### src/rtl/mdr_pkg.sv
package mdr_pkg;

	// field widths
	localparam int DELTA_W = 32;
	localparam int CH_W    = 4;
	localparam int CMD_W   = 4;
	localparam int VAL_W   = 8;
	localparam int LIMIT_W = 13;

	// packed port widths
	localparam int IN_TDATA_W  = 56;
	localparam int IN_TUSER_W  = 4;
	localparam int OUT_TDATA_W = 56;
	localparam int OUT_TUSER_W = 3;

	localparam int MAX_CHANNELS      = 16;
	localparam int CHANNEL_COUNT_DEF = 16;
	localparam int BUFFER_BYTES_DEF  = 4096;
	localparam int EVENT_BYTES       = 12;
	localparam int CAP_SLACK         = 11;

	localparam logic [LIMIT_W-1:0] LIMIT_RESET = 13'd4000;

	// status high nibbles
	localparam logic [CMD_W-1:0] CMD_NOTE_OFF     = 4'h8;
	localparam logic [CMD_W-1:0] CMD_NOTE_ON      = 4'h9;
	localparam logic [CMD_W-1:0] CMD_POLY_PRESS   = 4'hA;
	localparam logic [CMD_W-1:0] CMD_CONTROLLER   = 4'hB;
	localparam logic [CMD_W-1:0] CMD_PROGRAM      = 4'hC;
	localparam logic [CMD_W-1:0] CMD_CHAN_PRESS   = 4'hD;
	localparam logic [CMD_W-1:0] CMD_PITCH_WHEEL  = 4'hE;

	typedef enum logic [1:0] {
		OUT_WRITTEN = 2'd0,
		OUT_LATE    = 2'd1,
		OUT_INVALID = 2'd2
	} outcome_t;

	// channel time write from the compute stage
	typedef struct packed {
		logic                en;
		logic [CH_W-1:0]     idx;
		logic [DELTA_W-1:0]  evt_time;
	} chan_wr_t;

endpackage

### src/rtl/mdr_chan_times.sv
module mdr_chan_times #(
	parameter int CHANNEL_COUNT = mdr_pkg::CHANNEL_COUNT_DEF
) (
	input  logic                          clk,
	input  logic                          arst_n,
	input  logic [mdr_pkg::CH_W-1:0]      rd_ch,
	input  mdr_pkg::chan_wr_t             wr,
	output logic [mdr_pkg::DELTA_W-1:0]   rd_time,
	output logic [mdr_pkg::DELTA_W-1:0]   latest
);
	import mdr_pkg::*;

	localparam int IDX_W = (CHANNEL_COUNT > 1) ? $clog2(CHANNEL_COUNT) : 1;

	logic [DELTA_W-1:0] ct_q [CHANNEL_COUNT];
	logic [DELTA_W-1:0] leaf [MAX_CHANNELS];
	logic [DELTA_W-1:0] lvl1 [MAX_CHANNELS/2];
	logic [DELTA_W-1:0] lvl2 [MAX_CHANNELS/4];
	logic [DELTA_W-1:0] lvl3 [MAX_CHANNELS/8];

	always_ff @(posedge clk or negedge arst_n) begin
		if (!arst_n) begin
			for (int i = 0; i < CHANNEL_COUNT; i++) ct_q[i] <= '0;
		end else begin
			for (int i = 0; i < CHANNEL_COUNT; i++) begin
				if (wr.en && (wr.idx == CH_W'(i))) ct_q[i] <= wr.evt_time;
			end
		end
	end

	assign rd_time = ct_q[rd_ch[IDX_W-1:0]];

	// pad unused leaves with zero, which never wins the max
	for (genvar gi = 0; gi < MAX_CHANNELS; gi++) begin : g_leaf
		if (gi < CHANNEL_COUNT) begin : g_used
			assign leaf[gi] = ct_q[gi];
		end else begin : g_pad
			assign leaf[gi] = '0;
		end
	end

	// four-level unsigned max tree
	always_comb begin
		for (int i = 0; i < MAX_CHANNELS/2; i++)
			lvl1[i] = (leaf[2*i] > leaf[2*i+1]) ? leaf[2*i] : leaf[2*i+1];
		for (int i = 0; i < MAX_CHANNELS/4; i++)
			lvl2[i] = (lvl1[2*i] > lvl1[2*i+1]) ? lvl1[2*i] : lvl1[2*i+1];
		for (int i = 0; i < MAX_CHANNELS/8; i++)
			lvl3[i] = (lvl2[2*i] > lvl2[2*i+1]) ? lvl2[2*i] : lvl2[2*i+1];
		latest = (lvl3[0] > lvl3[1]) ? lvl3[0] : lvl3[1];
	end

endmodule

### src/rtl/midi_multichannel_delta_retimer_top.sv
// A word accepted on s_ passes through the input register and the result register to m_.
// Throughput: one word per cycle unless m_tready stalls; the compute stage holds the
// channel-time add, the sixteen-way max tree over channel times and the late compare.
// Reset (arst_n low, asynchronous): all channel times zero, byte count zero,
// fill limit 4000, first buffer used is buffer 0, both pipeline stages empty.
module midi_multichannel_delta_retimer_top #(
	parameter int CHANNEL_COUNT = mdr_pkg::CHANNEL_COUNT_DEF,
	parameter int BUFFER_BYTES  = mdr_pkg::BUFFER_BYTES_DEF
) (
	input  logic                              clk,
	input  logic                              arst_n,
	// input event words
	input  logic                              s_tvalid,
	output logic                              s_tready,
	// time_delta[31:0], channel[35:32], first_value[43:36], second_value[51:44], zero pad
	input  logic [mdr_pkg::IN_TDATA_W-1:0]    s_tdata,
	// command_nibble[3:0]
	input  logic [mdr_pkg::IN_TUSER_W-1:0]    s_tuser,
	// result words
	output logic                              m_tvalid,
	input  logic                              m_tready,
	// global_delta[31:0], status_byte[39:32], data_one[47:40], data_two[55:48]
	output logic [mdr_pkg::OUT_TDATA_W-1:0]   m_tdata,
	// outcome[1:0], buffer_index[2]
	output logic [mdr_pkg::OUT_TUSER_W-1:0]   m_tuser,
	// buffer_closed
	output logic                              m_tlast,
	// fill limit register
	input  logic                              cfg_valid,
	output logic                              cfg_ready,
	input  logic [mdr_pkg::LIMIT_W-1:0]       cfg_data
);
	import mdr_pkg::*;

	// byte counter must hold up to BUFFER_BYTES; compare in the wider of counter and limit
	localparam int CNT_W = $clog2(BUFFER_BYTES + 1);
	localparam int CMP_W = (CNT_W > LIMIT_W) ? CNT_W : LIMIT_W;

	// ---------------- input register ----------------
	logic                 valid_s1;
	logic [DELTA_W-1:0]   delta_s1;
	logic [CH_W-1:0]      ch_s1;
	logic [CMD_W-1:0]     cmd_s1;
	logic [VAL_W-1:0]     v1_s1;
	logic [VAL_W-1:0]     v2_s1;

	logic                 out_valid_q;
	logic                 advance;

	// advance the stage when the result register is empty or being drained
	assign advance  = valid_s1 && (!out_valid_q || m_tready);
	assign s_tready = !valid_s1 || advance;

	always_ff @(posedge clk or negedge arst_n) begin
		if (!arst_n) begin
			valid_s1 <= 1'b0;
		end else if (s_tready) begin
			valid_s1 <= s_tvalid;
		end
	end

	always_ff @(posedge clk) begin
		if (s_tvalid && s_tready) begin
			delta_s1 <= s_tdata[31:0];
			ch_s1    <= s_tdata[35:32];
			v1_s1    <= s_tdata[43:36];
			v2_s1    <= s_tdata[51:44];
			cmd_s1   <= s_tuser[3:0];
		end
	end

	// ---------------- configuration ----------------
	logic [LIMIT_W-1:0] limit_q;

	// user must change configuration only while idle (unchecked); cfg_ready is always 1
	assign cfg_ready = 1'b1;

	always_ff @(posedge clk or negedge arst_n) begin
		if (!arst_n) begin
			limit_q <= LIMIT_RESET;
		end else if (cfg_valid) begin
			limit_q <= cfg_data;
		end
	end

	// ---------------- channel times ----------------
	chan_wr_t            chan_wr;
	logic [DELTA_W-1:0]  rd_time;
	logic [DELTA_W-1:0]  latest;

	mdr_chan_times #(
		.CHANNEL_COUNT(CHANNEL_COUNT)
	) u_chan_times (
		.clk     (clk),
		.arst_n  (arst_n),
		.rd_ch   (ch_s1),
		.wr      (chan_wr),
		.rd_time (rd_time),
		.latest  (latest)
	);

	// ---------------- compute stage ----------------
	logic                 in_range;
	logic [DELTA_W-1:0]   evt_time;
	logic                 late;
	logic                 cmd_ok;
	logic                 written;
	logic [VAL_W-1:0]     d1;
	logic [VAL_W-1:0]     d2;

	// buffer bookkeeping state
	logic                 active_q;
	logic                 pending_q;
	logic [CNT_W-1:0]     bytes_q;
	logic                 cur_buf;
	logic [CNT_W-1:0]     cur_bytes;
	logic [CNT_W-1:0]     sum;
	logic [CMP_W-1:0]     cap;
	logic [CMP_W-1:0]     limit_ext;
	logic [CMP_W-1:0]     eff_limit;
	logic                 close;

	outcome_t             outcome;
	logic [DELTA_W-1:0]   gdelta;
	logic [7:0]           status;

	assign in_range = {1'b0, ch_s1} < (CH_W+1)'(CHANNEL_COUNT);
	assign evt_time = rd_time + delta_s1;
	assign late     = evt_time < latest;
	assign cmd_ok   = (cmd_s1 >= CMD_NOTE_OFF) && (cmd_s1 <= CMD_PITCH_WHEEL);
	assign written  = in_range && !late && cmd_ok;

	// data bytes per command; pitch wheel data is sent as zero
	always_comb begin
		unique case (cmd_s1)
			CMD_NOTE_OFF, CMD_NOTE_ON, CMD_POLY_PRESS, CMD_CONTROLLER: begin
				d1 = v1_s1;
				d2 = v2_s1;
			end
			CMD_PROGRAM, CMD_CHAN_PRESS: begin
				d1 = v1_s1;
				d2 = '0;
			end
			default: begin
				d1 = '0;
				d2 = '0;
			end
		endcase
	end

	// a pending open flips the buffer and restarts the count before this word
	assign cur_buf   = pending_q ? ~active_q : active_q;
	assign cur_bytes = pending_q ? '0 : bytes_q;
	assign sum       = cur_bytes + CNT_W'(EVENT_BYTES);

	// clamp the limit so a word never runs past the end of a buffer
	assign cap       = CMP_W'(BUFFER_BYTES - CAP_SLACK);
	assign limit_ext = CMP_W'(limit_q);
	assign eff_limit = (limit_ext < cap) ? limit_ext : cap;
	assign close     = written && (CMP_W'(sum) >= eff_limit);

	always_comb begin
		priority if (!in_range) outcome = OUT_INVALID;
		else if (late)          outcome = OUT_LATE;
		else if (!cmd_ok)       outcome = OUT_INVALID;
		else                    outcome = OUT_WRITTEN;
	end

	assign gdelta = (in_range && !late) ? (evt_time - latest) : '0;
	// a late word carries no status byte
	assign status = (in_range && late) ? 8'h00 : {cmd_s1, ch_s1};

	// update the channel time for every in-range word, late or invalid too
	assign chan_wr.en       = advance && in_range;
	assign chan_wr.idx      = ch_s1;
	assign chan_wr.evt_time = evt_time;

	always_ff @(posedge clk or negedge arst_n) begin
		if (!arst_n) begin
			active_q  <= 1'b1;
			pending_q <= 1'b1;
			bytes_q   <= '0;
		end else if (advance) begin
			active_q  <= cur_buf;
			pending_q <= close;
			bytes_q   <= written ? sum : cur_bytes;
		end
	end

	// ---------------- result register ----------------
	outcome_t             outcome_q;
	logic [DELTA_W-1:0]   gdelta_q;
	logic [7:0]           status_q;
	logic [VAL_W-1:0]     d1_q;
	logic [VAL_W-1:0]     d2_q;
	logic                 closed_q;
	logic                 buf_q;

	always_ff @(posedge clk or negedge arst_n) begin
		if (!arst_n) begin
			out_valid_q <= 1'b0;
		end else if (advance) begin
			out_valid_q <= 1'b1;
		end else if (m_tready) begin
			out_valid_q <= 1'b0;
		end
	end

	always_ff @(posedge clk) begin
		if (advance) begin
			outcome_q <= outcome;
			gdelta_q  <= gdelta;
			status_q  <= status;
			d1_q      <= written ? d1 : '0;
			d2_q      <= written ? d2 : '0;
			closed_q  <= close;
			buf_q     <= cur_buf;
		end
	end

	assign m_tvalid = out_valid_q;
	assign m_tdata  = {d2_q, d1_q, status_q, gdelta_q};
	assign m_tuser  = {buf_q, outcome_q};
	assign m_tlast  = closed_q;

endmodule

### config.mk
export PLATFORM = sky130hd
export DESIGN_NAME = midi_multichannel_delta_retimer_top
export DESIGN_NICKNAME = d
export VERILOG_FILES = /design/src/rtl/mdr_pkg.sv /design/src/rtl/mdr_chan_times.sv /design/src/rtl/midi_multichannel_delta_retimer_top.sv
export SDC_FILE = /design/constraint.sdc
export NUM_CORES = 2
export LEC_CHECK = 0
export ABC_CLOCK_PERIOD_IN_PS = 32100
export BUFFER_PORTS_ARGS = -buffer_cell sky130_fd_sc_hd__clkbuf_2
export CAP_MARGIN = 20
export CORE_MARGIN = 1.5
export CORE_UTILIZATION = 35
export DETAILED_ROUTE_END_ITERATION = 7
export PLACE_DENSITY = 0.55
export RECOVER_POWER = 100
export SLEW_MARGIN = 20
export SYNTH_ARGS = -nofsm -noshare
export SYNTH_HDL_FRONTEND = slang
export SYNTH_SLANG_ARGS = --single-unit
### constraint.sdc
create_clock -name clk -period 32.1 [get_ports clk]
set_input_delay 6.42 -clock clk [delete_from_list [all_inputs] [get_ports clk]]
set_output_delay 6.42 -clock clk [all_outputs]
set_load 0.005 [all_outputs]
==> results by group <==
Run status
  – Run status: complete, but fails checks
  – Violated checks: max-capacitance violations, max-slew violations

Place
  – HPWL Detailed: around 110000 um
  – Final GP Congestion: 0.934
  – IO buf count: about 140

GRT
  – Grt ovf: 0
  – Initial antenna violation count: 6
  – GRT Total Usage: between 20% and 30%
  – Number of global-route vias before repair: approximately 37000
  – Global-route wire length before repair: between 200000 and 250000 um
  – Largest net degree at the start of global routing: about 130

Route
  – Routed vias/inst: 5.45
  – DRT iter0 DRCs: between 2000 and 3000
  – Vias post-DR: approximately 37000
  – ANT nets after route: 0
  – First-pass DRT Iterations: 5
  – # DRC: 0
  – Final WL: roughly 150000 um
  – WL/cell: ~22 um

Floorplanning
  – Die height: 373 um
  – Row Count: 135
  – Die ar.: roughly 140000 um2
  – Num ports: ~140
  – Core ar.: 136000 um2
  – Die X: 373 um
  – Initial Utilization: 35.4%

Logic synthesis
  – Synthesized area per cell: approximately 9.8 um2
  – Synth unique cells: between 80 and 90
  – Yosys Warn Count: 0
  – Netlist Area Pre-Place: 48000 um2
  – Top FF cell, synth: dfrtp_1
  – Synth Instances: roughly 4900
  – Number of synthesized flops with an enable pin: ~120
  – Post-synth top area share: between 20% and 30%
  – Top-count cell post-synth: ha_1
  – FF+latch count, synth: ~660
  – Top cells by count, synth: ha_1 (551), dfrtp_1 (534), o21ai_0 (531), nand2_1 (509), inv_1 (439)
  – Synth area leaders: dfrtp_1 (28%), ha_1 (14%), mux4_2 (7.5%)
  – Sequential area share after synthesis: between 30 and 40%
  – Async S/R FF share, synth: 82.4%
  – Area leader, netlist: dfrtp_1

CTS
  – Post-CTS Hold Buffers: 0
  – PostCTS Resize Cnt: 0
  – Clock buffer depth: 3
  – Root buffer cell: clkbuf_16
  – Clock latency on the worst-skew pair: 0.69 ns
  – Clock-pin slew on the worst setup and hold paths: ~0.060 ns
  – Total CTS buffers: just over 80
  – Post-CTS setup buffers: 0
  – TritonCTS clock tree: yes
  – Clk sinks: between 600 and 700
  – Htree depth: 3

Finish
  – Reg area: about 17000 um2
  – Multi-input gate area: around 29000 um2
  – Share of layout cells above drive strength 1: about 15%
  – Area grow syn2layout: 11.1%
  – Filler instances: about 14000
  – Layout Nets: roughly 5600
  – Final core occ: between 30% and 40%

Setup path
  – Crit path from: u_chan_times.ct_q[287]
  – Startpoint Class: flip-flop
  – Crit path to: gdelta_q[12]
  – Reg-to-Reg Start: u_chan_times.ct_q[287]
  – FF-to-FF path depth: slightly above 60
  – Top cell by count, worst path: o21ai_0
  – Worst-path fanout max: slightly below 60
  – R2R Path End: gdelta_q[12]
  – Critical Path AT: ~25 ns
  – Worst EP required: about 32 ns
  – Max incr delay on CP: roughly 1.8 ns
  – Kind of end point of the critical path: flip-flop
  – Internal reg-to-reg setup slack: 7.91 ns
  – Crit-path slowest cell: clkbuf_1
  – Setup CP Type: reg -> reg

STA
  – Shortest period the worst path allows: 24.19 ns
  – Final hold vios: 0
  – Final Skew: 0.0342 ns
  – Max-slew violations: 1646
  – Tcrit/Tclk final: 75.4%
  – Least-Margin Pin Slew: between 7 and 8 ns
  – Fmax: around 41 MHz
  – Setup TNS: 0 ns
  – Rel. slew slack: -371%
  – Final setup viols: 0
  – RSZ-0062 raised after global routing: no

Flow run
  – Max_cap viols: 28

Min path
  – Worst Hold Class: reg -> reg
==> critical path: cells and delay by family (launching register included) <==
kind            cells  cell delay (ns)
simple gates       18             7.09
fa+ha+maj           5             1.58
compound gates     29             7.94
flops               1             0.40
buf+inv             7             5.26
mux                 3             1.41
==> worst min-delay path by stage <==
stage / startpoint / to / slack, ns / cells past startpoint
after detailed placement: bytes_q[0] / bytes_q[0] / 0.47 / 1
final: bytes_q[1] / bytes_q[1] / 0.49 / 1
after CTS: bytes_q[1] / bytes_q[1] / 0.49 / 1
after global routing: bytes_q[0] / bytes_q[0] / 0.50 / 1
after floorplan: bytes_q[1] / bytes_q[1] / 0.44 / 1
after global placement: bytes_q[1] / bytes_q[1] / 0.47 / 1
==> cells by family (layout without fill, tap and decap cells) <==
kind of cell,count (synthesis),count (layout),share of synthesized area [%]
AOI/OAI and AO/OA,1151,1151,14.1
adders and majority gates,553,553,14.4
DFF,658,658,35.5
xor gates and xnor gates,65,65,1.19
muxes,616,616,17.7
and+or+nand+nor,1206,1206,11.7
buffers and inverters,675,807,5.38
other,1,9,0.00781
==> registers in the layout (all words and copies together), names as in the netlist <==
name / count
active_q: 1
m_tlast: 1
ch_s1: 4
d2_q: 8
v2_s1: 8
cmd_s1: 4
d1_q: 8
buf_q: 1
limit_ext: 13
gdelta_q: 32
valid_s1: 1
u_chan_times.ct_q: 512
pending_q: 1
delta_s1: 32
v1_s1: 8
status_q: 8
bytes_q: 13
m_tvalid: 1
outcome_q: 2
==> through the flow <==
step | hold slack (ns) | cell area (um2) | setup WS (ns) | instances
after floorplan | 0.445 | 48000 | 17.80 | 4926
after global placement | 0.466 | 50800 | 13.10 | 6689
after detailed placement | 0.474 | 50800 | 13.13 | 6689
after CTS | 0.491 | 53600 | 13.09 | 6839
after global routing | 0.500 | 53300 | 6.72 | 6839
final | 0.486 | 53300 | 7.91 | 6846
==> cells in the final DEF, fill, tap and decap left out, drive strengths merged, types with 8 or more instances in the layout <==
| master | instances |
|---|---|
| a211oi | 17 |
| a21o | 153 |
| a21oi | 232 |
| a221oi | 10 |
| a31oi | 14 |
| and2 | 21 |
| and2b | 20 |
| and3 | 19 |
| and4 | 9 |
| buf | 54 |
| clkbuf | 270 |
| clkinv | 27 |
| dfrtp | 534 |
| dfstp | 8 |
| edfxtp | 116 |
| ha | 551 |
| inv | 444 |
| mux2 | 261 |
| mux2i | 195 |
| mux4 | 160 |
| nand2 | 509 |
| nand2b | 30 |
| nand3 | 63 |
| nand4 | 98 |
| nor2 | 259 |
| nor2b | 62 |
| nor3 | 43 |
| nor3b | 12 |
| nor4 | 19 |
| o211ai | 17 |
| o21a | 42 |
| o21ai | 538 |
| o21bai | 11 |
| o22ai | 32 |
| o31ai | 10 |
| or2 | 11 |
| or3 | 15 |
| xnor2 | 39 |
| xor2 | 26 |
==> final cells by class <==
type / count / share of cell area [%]
timing repair buffer: 216 / 2.13
inverter: 441 / 3.11
sequential: 658 / 32.0
multi-input combinational: 3593 / 53.5
clock inverter: 42 / 0.807
tap: 1781 / 4.18
antenna: 7 / 0.0328
clock buffer: 108 / 4.30
==> metal layers <==
layer	share of wire (%)	up-vias	global-route usage, %
met2	45	843	33.9
met3	5.2	199	2.85
met5	0	-	0
met1	46	18383	29.9
met4	3.2	0	7.69
li1	-	17883	-
Power is left out: the tool's default activity adds up to more than one toggle a clock period on the data nets, which glitch-free logic cannot reach.
